File: config.mk
export PLATFORM = sky130hd
export DESIGN_NAME = tcp_mss_option_range_match_flat
export DESIGN_NICKNAME = d
export VERILOG_FILES = /design/src/rtl/core/tmor_pkg.sv /design/src/rtl/core/tmor_stream_if.sv /design/src/rtl/core/tcp_mss_option_range_match.sv /design/src/rtl/core/tmor_walker.sv /design/src/flat_wrapper.sv
export SDC_FILE = /design/constraint.sdc
export NUM_CORES = 1
export LEC_CHECK = 0
export ABC_AREA = 0
export BUFFER_PORTS_ARGS = -buffer_cell sky130_fd_sc_hd__buf_2
export CAP_MARGIN = 40
export CORE_MARGIN = 8
export CORE_UTILIZATION = 50
export CTS_CLUSTER_DIAMETER = 60
export DETAILED_ROUTE_END_ITERATION = 10
export HOLD_SLACK_MARGIN = 0.15
export PLACE_DENSITY = 0.7
export SYNTH_ARGS = -nofsm -noshare
export SYNTH_HDL_FRONTEND = slang
export SYNTH_HIERARCHICAL = 1
export SYNTH_SLANG_ARGS = --single-unit
File: constraint.sdc
create_clock -name clk -period 3.9 [get_ports clk]
set_clock_uncertainty 0.2 [all_clocks]
set_input_delay 0.39 -clock clk [delete_from_list [all_inputs] [get_ports clk]]
set_output_delay 0.39 -clock clk [all_outputs]
set_load 0.01 [all_outputs]
File: src/rtl/core/tmor_pkg.sv
`timescale 1ns / 1ps
// ----------------------------------------------------------------------------
// tmor_pkg: shared types and codes for the TCP MSS option range match
// Item, result and configuration structures, register indexes and item codes.
// ----------------------------------------------------------------------------
package tmor_pkg;

  // item codes
  localparam logic OP_HEADER = 1'b0;
  localparam logic OP_OPTION = 1'b1;

  // configuration register indexes
  localparam logic [1:0] REG_MSS_LOWER    = 2'd0;
  localparam logic [1:0] REG_MSS_UPPER    = 2'd1;
  localparam logic [1:0] REG_INVERT_SENSE = 2'd2;

  localparam int unsigned CFG_INDEX_W = 2;
  localparam int unsigned CFG_DATA_W  = 16;

  localparam logic [7:0] KIND_MSS = 8'd2;
  localparam logic [7:0] LEN_MSS  = 8'd4;
  localparam logic [3:0] MIN_DATA_OFFSET = 4'd5;

  typedef struct packed {
    logic       op;
    logic [3:0] data_offset;
    logic       header_complete;
    logic [7:0] option_byte;
    logic       last_available;
  } item_t;

  typedef struct packed {
    logic matched;
    logic drop;
  } result_t;

  typedef struct packed {
    logic [15:0] mss_lower;
    logic [15:0] mss_upper;
    logic        invert_sense;
  } cfg_t;

endpackage

File: src/rtl/core/tmor_stream_if.sv
`timescale 1ns / 1ps
// ----------------------------------------------------------------------------
// tmor_stream_if: valid/ready stream channel
// Carries one payload per transfer; a transfer completes when valid and ready
// are both high at a rising clock edge.
// ----------------------------------------------------------------------------
interface tmor_stream_if #(
  parameter type payload_t = logic
);
  logic     valid;
  logic     ready;
  payload_t data;

  modport source (output valid, output data, input ready);
  modport sink   (input valid, input data, output ready);
endinterface

File: src/rtl/core/tcp_mss_option_range_match.sv
`timescale 1ns / 1ps
// ----------------------------------------------------------------------------
// tcp_mss_option_range_match: streaming TCP MSS option range match
// Walks the TCP options of each packet and gives one verdict per packet.
//
//   channel  dir  payload                                          handshake
//   in_if    in   op, data_offset, header_complete, option_byte,   valid/ready
//                 last_available
//   out_if   out  matched, drop                                    valid/ready
//   cfg_*    in   cfg_index, cfg_wdata                             cfg_we
//
// One item per cycle sustained while out_if accepts results. An item passes the
// input register, then the walker logic, and its verdict (if any) lands in the
// result register. Reset is synchronous and leaves the walker idle with default
// limits. A stalled result register holds the input stage; with both full,
// in_if.ready drops until out_if transfers.
// ----------------------------------------------------------------------------
module tcp_mss_option_range_match
  import tmor_pkg::*;
(
  input  logic                   clk,
  input  logic                   rst_n,
  tmor_stream_if.sink            in_if,
  tmor_stream_if.source          out_if,
  input  logic                   cfg_we,
  input  logic [CFG_INDEX_W-1:0] cfg_index,
  input  logic [CFG_DATA_W-1:0]  cfg_wdata
);

  cfg_t    cfg_r;
  item_t   s1_r;
  logic    s1_valid_r;
  result_t out_r;
  logic    out_valid_r;
  logic    advance;
  logic    step;
  logic    emit;
  result_t res;

  // the result register can take a new verdict this cycle
  assign advance      = !out_valid_r || out_if.ready;
  assign in_if.ready  = !s1_valid_r || advance;
  assign step         = s1_valid_r && advance;
  assign out_if.valid = out_valid_r;
  assign out_if.data  = out_r;

  always_ff @(posedge clk) begin
    if (!rst_n) begin
      cfg_r.mss_lower    <= 16'h0000;
      cfg_r.mss_upper    <= 16'hFFFF;
      cfg_r.invert_sense <= 1'b0;
    end else if (cfg_we) begin
      case (cfg_index)
        REG_MSS_LOWER:    cfg_r.mss_lower    <= cfg_wdata;
        REG_MSS_UPPER:    cfg_r.mss_upper    <= cfg_wdata;
        REG_INVERT_SENSE: cfg_r.invert_sense <= cfg_wdata[0];
        default: begin
        end
      endcase
    end
  end

  always_ff @(posedge clk) begin
    if (!rst_n) begin
      s1_valid_r <= 1'b0;
    end else if (in_if.ready) begin
      s1_valid_r <= in_if.valid;
    end
  end

  always_ff @(posedge clk) begin
    if (in_if.valid && in_if.ready) begin
      s1_r <= in_if.data;
    end
  end

  tmor_walker u_walker (
    .clk   (clk),
    .rst_n (rst_n),
    .step  (step),
    .item  (s1_r),
    .cfg   (cfg_r),
    .emit  (emit),
    .res   (res)
  );

  always_ff @(posedge clk) begin
    if (!rst_n) begin
      out_valid_r <= 1'b0;
    end else if (advance) begin
      out_valid_r <= step && emit;
    end
  end

  always_ff @(posedge clk) begin
    if (step && emit) begin
      out_r <= res;
    end
  end

  // drop always carries a cleared match
  a_drop_clears_match: assert property (@(posedge clk) disable iff (!rst_n)
    out_valid_r && out_r.drop |-> !out_r.matched)
    else $error("drop verdict with matched set");

  // an incomplete header gives a drop verdict on the next cycle
  a_incomplete_drops: assert property (@(posedge clk) disable iff (!rst_n)
    step && (s1_r.op == OP_HEADER) && !s1_r.header_complete
    |=> out_valid_r && out_r.drop)
    else $error("incomplete header did not drop");

  // with an empty result register the input side is never stalled
  a_no_needless_stall: assert property (@(posedge clk) disable iff (!rst_n)
    !out_valid_r |-> in_if.ready)
    else $error("input stalled with empty result register");

  // a verdict is only loaded when an item advances
  a_result_from_step: assert property (@(posedge clk) disable iff (!rst_n)
    $rose(out_valid_r) |-> $past(step && emit))
    else $error("result appeared without an item");

endmodule

File: src/rtl/core/tmor_walker.sv
`timescale 1ns / 1ps
// ----------------------------------------------------------------------------
// tmor_walker: TCP option walker and MSS range check
// Holds the per-packet parse state and decides, one item per step, whether a
// verdict is due.
// ----------------------------------------------------------------------------
module tmor_walker
  import tmor_pkg::*;
(
  input  logic    clk,
  input  logic    rst_n,
  input  logic    step,
  input  item_t   item,
  input  cfg_t    cfg,
  output logic    emit,
  output result_t res
);

  localparam logic [2:0] PH_IDLE  = 3'd0;
  localparam logic [2:0] PH_WALK  = 3'd1;
  localparam logic [2:0] PH_LEN   = 3'd2;
  localparam logic [2:0] PH_HI    = 3'd3;
  localparam logic [2:0] PH_LO    = 3'd4;
  localparam logic [2:0] PH_DRAIN = 3'd5;

  logic [5:0] options_length_r, options_length_nxt;
  logic [5:0] byte_position_r, byte_position_nxt;
  logic [8:0] next_option_start_r, next_option_start_nxt;
  logic [2:0] parse_phase_r, parse_phase_nxt;
  logic       candidate_is_mss_r, candidate_is_mss_nxt;
  logic [7:0] mss_high_byte_r, mss_high_byte_nxt;
  logic       verdict_held_r, verdict_held_nxt;
  logic       verdict_known_r, verdict_known_nxt;

  logic        open_pkt;
  logic [6:0]  pos_plus1;
  logic [15:0] mss_val;
  logic        in_range;

  assign open_pkt  = (parse_phase_r == PH_WALK) || (parse_phase_r == PH_LEN) ||
                     (parse_phase_r == PH_HI) || (parse_phase_r == PH_LO) ||
                     (parse_phase_r == PH_DRAIN);
  assign pos_plus1 = {1'b0, byte_position_r} + 7'd1;
  assign mss_val   = {mss_high_byte_r, item.option_byte};
  assign in_range  = (mss_val >= cfg.mss_lower) && (mss_val <= cfg.mss_upper);

  always_comb begin
    options_length_nxt    = options_length_r;
    byte_position_nxt     = byte_position_r;
    next_option_start_nxt = next_option_start_r;
    parse_phase_nxt       = parse_phase_r;
    candidate_is_mss_nxt  = candidate_is_mss_r;
    mss_high_byte_nxt     = mss_high_byte_r;
    verdict_held_nxt      = verdict_held_r;
    verdict_known_nxt     = verdict_known_r;
    emit                  = 1'b0;
    res                   = '0;

    if (step && (item.op == OP_HEADER)) begin
      // a new header abandons any open packet
      byte_position_nxt     = '0;
      next_option_start_nxt = '0;
      candidate_is_mss_nxt  = 1'b0;
      mss_high_byte_nxt     = '0;
      verdict_held_nxt      = 1'b0;
      verdict_known_nxt     = 1'b0;
      options_length_nxt    = '0;
      parse_phase_nxt       = PH_IDLE;
      if (!item.header_complete || (item.data_offset < MIN_DATA_OFFSET)) begin
        emit     = 1'b1;
        res.drop = 1'b1;
      end else begin
        options_length_nxt = {item.data_offset - MIN_DATA_OFFSET, 2'b00};
        if (item.data_offset == MIN_DATA_OFFSET) begin
          emit        = 1'b1;
          res.matched = cfg.invert_sense;
        end else if (item.last_available) begin
          emit     = 1'b1;
          res.drop = 1'b1;
        end else begin
          parse_phase_nxt = PH_WALK;
        end
      end
    end else if (step && open_pkt) begin
      case (parse_phase_r)
        PH_WALK: begin
          if ({3'b000, byte_position_r} == next_option_start_r) begin
            candidate_is_mss_nxt = (item.option_byte == KIND_MSS) &&
                                   ({1'b0, options_length_r} >=
                                    ({1'b0, byte_position_r} + 7'(LEN_MSS)));
            if (item.option_byte < KIND_MSS) begin
              next_option_start_nxt = {2'b00, pos_plus1};
            end else begin
              parse_phase_nxt = PH_LEN;
            end
          end
        end
        PH_LEN: begin
          if (candidate_is_mss_r && (item.option_byte == LEN_MSS)) begin
            parse_phase_nxt = PH_HI;
          end else begin
            // length of zero or one: the option is taken to end with this byte
            if (item.option_byte <= 8'd1) begin
              next_option_start_nxt = {2'b00, pos_plus1};
            end else begin
              next_option_start_nxt = {3'b000, byte_position_r} +
                                      {1'b0, item.option_byte} - 9'd1;
            end
            parse_phase_nxt = PH_WALK;
          end
          candidate_is_mss_nxt = 1'b0;
        end
        PH_HI: begin
          mss_high_byte_nxt = item.option_byte;
          parse_phase_nxt   = PH_LO;
        end
        PH_LO: begin
          verdict_held_nxt  = in_range ^ cfg.invert_sense;
          verdict_known_nxt = 1'b1;
          parse_phase_nxt   = PH_DRAIN;
        end
        default: begin
        end
      endcase

      if (pos_plus1 >= {1'b0, options_length_r}) begin
        emit            = 1'b1;
        res.matched     = verdict_known_nxt ? verdict_held_nxt : cfg.invert_sense;
        parse_phase_nxt = PH_IDLE;
      end else if (item.last_available) begin
        emit            = 1'b1;
        res.drop        = 1'b1;
        parse_phase_nxt = PH_IDLE;
      end else begin
        byte_position_nxt = pos_plus1[5:0];
      end
    end
  end

  always_ff @(posedge clk) begin
    if (!rst_n) begin
      options_length_r    <= '0;
      byte_position_r     <= '0;
      next_option_start_r <= '0;
      parse_phase_r       <= PH_IDLE;
      candidate_is_mss_r  <= 1'b0;
      mss_high_byte_r     <= '0;
      verdict_held_r      <= 1'b0;
      verdict_known_r     <= 1'b0;
    end else begin
      options_length_r    <= options_length_nxt;
      byte_position_r     <= byte_position_nxt;
      next_option_start_r <= next_option_start_nxt;
      parse_phase_r       <= parse_phase_nxt;
      candidate_is_mss_r  <= candidate_is_mss_nxt;
      mss_high_byte_r     <= mss_high_byte_nxt;
      verdict_held_r      <= verdict_held_nxt;
      verdict_known_r     <= verdict_known_nxt;
    end
  end

endmodule

File: src/flat_wrapper.sv
// flat-port wrapper written by rule: the top's interface ports become plain ports
module tcp_mss_option_range_match_flat import tmor_pkg::*;
  (clk, rst_n, cfg_we, cfg_index, cfg_wdata, in_if_valid, in_if_data, in_if_ready, out_if_valid, out_if_data, out_if_ready);
  tmor_stream_if #(.payload_t(item_t)) in_if_i ();
  tmor_stream_if #(.payload_t(result_t)) out_if_i ();
  input  logic clk;
  input  logic rst_n;
  input  logic cfg_we;
  input  logic [CFG_INDEX_W-1:0] cfg_index;
  input  logic [CFG_DATA_W-1:0] cfg_wdata;
  input wire logic [$bits(in_if_i.valid)-1:0] in_if_valid;
  input wire logic [$bits(in_if_i.data)-1:0] in_if_data;
  output wire logic [$bits(in_if_i.ready)-1:0] in_if_ready;
  output wire logic [$bits(out_if_i.valid)-1:0] out_if_valid;
  output wire logic [$bits(out_if_i.data)-1:0] out_if_data;
  input wire logic [$bits(out_if_i.ready)-1:0] out_if_ready;
  assign in_if_i.valid = in_if_valid;
  assign in_if_i.data = in_if_data;
  assign in_if_ready = in_if_i.ready;
  assign out_if_valid = out_if_i.valid;
  assign out_if_data = out_if_i.data;
  assign out_if_i.ready = out_if_ready;
  tcp_mss_option_range_match u_core (.clk(clk), .rst_n(rst_n), .in_if(in_if_i), .out_if(out_if_i), .cfg_we(cfg_we), .cfg_index(cfg_index), .cfg_wdata(cfg_wdata));
endmodule
* Word-level counts from Yosys, hierarchy flattened
Cells that the tools add are included.
** Cells by class
- Add/subtract/negate cells :: 5
- Order comparisons :: 7
- Equality and inequality tests :: 16
- Multiplexer cells :: 38
- Bitwise gates (word level) :: 5
- Reductions and logical operators :: 31
** Operator list (count)
- $mux W9 :: 4
- $mux W3 :: 8
- $mux W1 :: 19
- $pmux W9 S2 :: 1
- $ge A16 B16 Y1 :: 1
- $le A16 B16 Y1 :: 1
- $pmux W3 S4 :: 1
- $add A6 B8 Y9 :: 1
- $eq A6 B9 Y1 :: 1
- $sub A9 B1 Y9 const B :: 1
- $eq A8 B2 Y1 const B :: 1
- $eq A8 B3 Y1 const B :: 1
- $le A8 B1 Y1 const B :: 1
- $logic_and A1 B1 Y1 :: 8
- $lt A8 B2 Y1 const B :: 1
- $reduce_and A2 Y1 :: 4
- $add A6 B1 Y7 const B :: 1
- $add A6 B3 Y7 const B :: 1
- $ge A6 B7 Y1 :: 1
- $ge A7 B6 Y1 :: 1
- $logic_or A1 B1 Y1 :: 7
- $reduce_bool A7 Y1 :: 1
- $eq A3 B2 Y1 const B :: 2
- $eq A3 B3 Y1 const B :: 2
- 22 further kinds :: 32
** Storage, ports and cells
- Flip-flop bits (word level) :: 87
- Output and inout bits :: 4
- Logic and storage cells :: 122

* Longest topological paths before layout
- Word-level depth :: 12
- Depth in mapped cells :: 13
- Depth with buffers taken out :: 13

* Hierarchy
The synthesis kept the hierarchy.
** Modules (own cells, without submodules)
- tmor_walker :: instances 1, cells each 414, area an instance 3229.3 sq um, sequential area each 660.6 sq um
- tcp_mss_option_range_match :: instances 1, cells each 177, area an instance 2070.7 sq um, sequential area each 1211.2 sq um

* Least setup slack after synthesis
OpenSTA, ideal clock, no wires.
- Path kind :: register -> register
- From :: register u_core.u_walker.byte_position_r[4]
- To :: register u_core.u_walker.byte_position_r[4]
- Setup time :: 0.128 ns
- Arrival time :: 2.471 ns
- Path slack :: 1.101 ns
- Cell stages (with the launch flop) :: 12
- Cells stage by stage :: dfxtp_1 > clkbuf_1 > inv_1 > nor3_1 > xnor2_1 > ha_1 > nand2_1 > o211ai_1 > nor4_2 > nor2b_1 > xnor2_1 > nor2_1
** Between the ends
- Longest elaborated chain between the ends :: 4
** RTL lines
- start: declaration :: RTL line tmor_walker.sv:27 : logic [5:0] byte_position_r, byte_position_nxt;
- start signal: assignment :: RTL line tmor_walker.sv:152 : byte_position_r <= byte_position_nxt;
- $add A6 B1 Y7 :: RTL line tmor_walker.sv:43 : assign pos_plus1 = {1'b0, byte_position_r} + 7'd1;
- named net u_core.u_walker.pos_plus1[5] :: RTL line tmor_walker.sv:36 : logic [6:0] pos_plus1;
- $ge A7 B6 Y1 :: RTL line tmor_walker.sv:126 : if (pos_plus1 >= {1'b0, options_length_r}) begin
- $not A1 Y1 (no source line)
- $reduce_and A3 Y1 (no source line)
The timed path passes the listed nets, and every way through them passes these cells.
A chain may end at the register's enable or synchronous reset.

* Worst setup path in the final report
Same ends and word-level chain as after synthesis.

==> impl_results.md <==
- Final std cells w/o fill: 796
- Clock sink total: 85
- Dominant cells by area after synthesis: dfxtp_1 26%, ha_1 14%, edfxtp_1 9.6%, inv_1 5.6%, nand2_1 5.2%
- RD Place Congestion: 0.873
- Worst Max-Slew Pin Slew: 0.859 ns
- Core Footprint: 10300 um^2
- Finished Core Util: 58.7%
- First-pass GRT wire length: 20800 um
- Pre-CTS WS: 0.754 ns
- Dpl hpwl: 8830 um
- Tmin final: 3.22 ns
- RSZ-0062 raised after global routing: no
- R2r worst-path depth: 10
- Die Wd: 119 um
- # DRC: 0
- Ys Warns: 6
- Max Cap Viol: 0
- WP data arrival: 3.30 ns
- Std cell rows: 37
- Synth area leader: dfxtp_1
- Pin count of the biggest net entering global routing: 55
- Reg2reg setup slack: 0.68 ns
- Commonest non-fill, non-tap cell in the layout: inv_1
- Pleak: 0.00269 uW
- Layout Area Growth over Synthesis: 14.3%
- Final Hold Vio Count: 0
- Worst hold slack: 0.265 ns
- Total grt overflow: 0
- DR iter-0 viols: 196
- Post-cts gate resize count: 0
- Number of global-route vias before repair: 4424
- Critical Path End Type: register
- FF+latch count, synth: 85
- Final setup margin: 0.679 ns
- Synthesized area per cell: 8.97 um^2
- Initial antenna violation count: 0
- CP startpoint: u_core/u_walker/byte_position_r[4]
- Sequential area share after synthesis: 35.3%
- Clk Latency, worst-skew pair: 0.38 ns
- Mapped cell area: 5300 um^2
- WS Path Type: register to register
- Routed Antenna Nets: 0
- Ys flop type: dfxtp_1
- Comb power frac: 13.5%
- Worst setup SP type: register
- Die extent in y: 119 um
- Post-synth top area share: 25.7%
- Ys async rst share: 0%
- Total GRT Usage: 17.8%
- Req. time, crit path: 3.98 ns
- Number of buffers created by CTS: 9
- Placed insts: 746
- Worst slew margin: 42.7%
- Sw Ratio: 27.6%
- Highest Clock Rate: 310 MHz
- Post-CTS repair timing setup buffer count: 0
- Syn Inst Count: 591
- CTS H-tree depth: 3
- Worst-path clk slew: 0.10 ns
- Internal: 1340 uW
- Clock root buffer: clkbuf_8
- CP max FO: 8
- FF+latch area: 1870 um^2
- I/O pin total: 42
- N_diodes: 0
- Period utilisation layout: 82.6%
- CTS Hold Buffers Added: 34
- Multi-input gate area: 2950 um^2
- EDFF count, synth: 17
- Worst-case vdd ir drop: 0.000294 V
- Total Routed Length: 12300 um
- Fill cells: 888
- Final net count: 753
- Reg power frac: 51.0%
- Commonest non-fill, non-tap cells in the layout: 79 x inv_1, 73 x nand2_1, 68 x dfxtp_1
- DRT Pass-1 Iters: 5
- Hold Path Class: register to register
- Worst r2r src: u_core/u_walker/byte_position_r[4]
- PwrDens: 306 nW/um^2
- Vias: 4323
- Die Area: 14200 um^2
- Status: complete, no violations
- Syn Nets: 689
- CP endpoint: u_core/u_walker/byte_position_r[4]
- Total negative slack: 0 ns
- CTS tree: yes
- Drt via density: 5.43
- Share of cells above drive strength 1: 12.6%
- Starting Density: 51.3%
- Synth unique cells: 62
- Reg2reg end: u_core/u_walker/byte_position_r[4]
- Psw: 513 uW
- IO Port Bufs: 41
- Clk buf depth: 2
- Wire per inst: 15.5 um
- Setup violators final: 0
- Clk pwr share: 35.5%
- Slew Viols, Final: 0
==> through the flow <==
stage	instance area, um^2	power, uW
floorplan	5300	1120
global placement	5520	1180
detailed placement	5520	1190
CTS	6060	1870
global route	6060	1940
finish	6060	1860
==> worst max-delay path, stage by stage (launching register included) <==
cell	delay, ns
dfxtp_1	0.55
inv_1	0.14
nor3_1	0.31
xnor2_1	0.22
ha_1	0.31
nand2_1	0.08
o211ai_1	0.19
nor4_2	0.71
nor2b_1	0.24
xnor2_1	0.13
nor2_1	0.05
==> cells by family after synthesis <==
kind of cell | Yosys count | share of synthesized area, %
and+or+nand+nor | 183 | 17.9
AOI/OAI and AO/OA | 107 | 14.3
buffers and inverters | 105 | 9.11
DFF | 85 | 35.3
adders and majority gates | 60 | 14.3
xor gates and xnor gates | 26 | 4.30
muxes | 25 | 4.72
==> cell usage after synthesis, types with 3 or more instances <==
| master | number |
|---|---|
| nand2b_1 | 7 |
| and3_1 | 3 |
| ha_1 | 59 |
| nand4_1 | 8 |
| o211ai_1 | 10 |
| a21o_1 | 7 |
| nand2_1 | 73 |
| edfxtp_1 | 17 |
| o211ai_2 | 10 |
| mux2i_1 | 25 |
| xor2_1 | 4 |
| xnor2_1 | 22 |
| dfxtp_1 | 68 |
| a21oi_1 | 31 |
| a21boi_0 | 3 |
| nand3_1 | 7 |
| inv_1 | 79 |
| nor3_1 | 4 |
| o22ai_1 | 4 |
| a211oi_1 | 10 |
| nor2b_1 | 8 |
| nor2_1 | 35 |
| and2_1 | 4 |
| buf_2 | 4 |
| o21ai_0 | 16 |
| clkbuf_1 | 11 |
| buf_6 | 7 |
| nand4b_1 | 16 |
==> worst min-delay path by stage <==
| stage | startpoint | to | slack [ns] | depth (start not counted) |
|---|---|---|---|---|
| 2_1_floorplan | u_core/cfg_r[18] | u_core/cfg_r[18] | 0.23 | 2 |
| 6_report | u_core/u_walker/next_option_start_r[8] | u_core/u_walker/next_option_start_r[8] | 0.27 | 2 |
| 3_5_place_dp | u_core/cfg_r[25] | u_core/cfg_r[25] | 0.25 | 2 |
| 3_3_place_gp | u_core/cfg_r[22] | u_core/cfg_r[22] | 0.25 | 2 |
| 5_1_grt | u_core/cfg_r[22] | u_core/cfg_r[22] | 0.29 | 2 |
| 4_1_cts | u_core/cfg_r[25] | u_core/cfg_r[25] | 0.27 | 2 |
==> power by group through the flow <==
stage               sequential (uW)  clock, uW  combinational [uW]
finish                          947        659                 250
global route                    951        706                 279
CTS                             947        673                 247
detailed placement              967          0                 219
global placement                965          0                 212
floorplan                       957          0                 165
==> registers in the layout, indices dropped and copies added (netlist names) <==
name                                 count
u_core/u_walker/byte_position_r          6
u_core/u_walker/verdict_held_r           1
u_core/s1_r                             15
u_core/out_if.valid                      1
u_core/u_walker/mss_high_byte_r          8
u_core/s1_valid_r                        1
u_core/u_walker/candidate_is_mss_r       1
u_core/u_walker/options_length_r         4
u_core/u_walker/parse_phase_r            3
u_core/u_walker/next_option_start_r      9
u_core/u_walker/verdict_known_r          1
u_core/cfg_r                            33
u_core/out_if.data                       2
==> routing by layer <==
metal  share of wire, %  up-vias  track usage, %
li1                   -     2159               -
met1                 45     2062            21.6
met2                 49       85            30.2
met3                3.8       17            2.60
met4                1.9        0            8.46
met5                  0        -               0
==> layout make-up <==
class	instances	area share (%)
clock inverters	7	1.32
repair buffers	78	9.37
multi-input cells	401	48.6
flip-flops and latches	85	30.9
inverters	80	4.96
clock buffers	9	2.04
well taps	136	2.81
No activity file was read; power rests on OpenSTA's default activity.
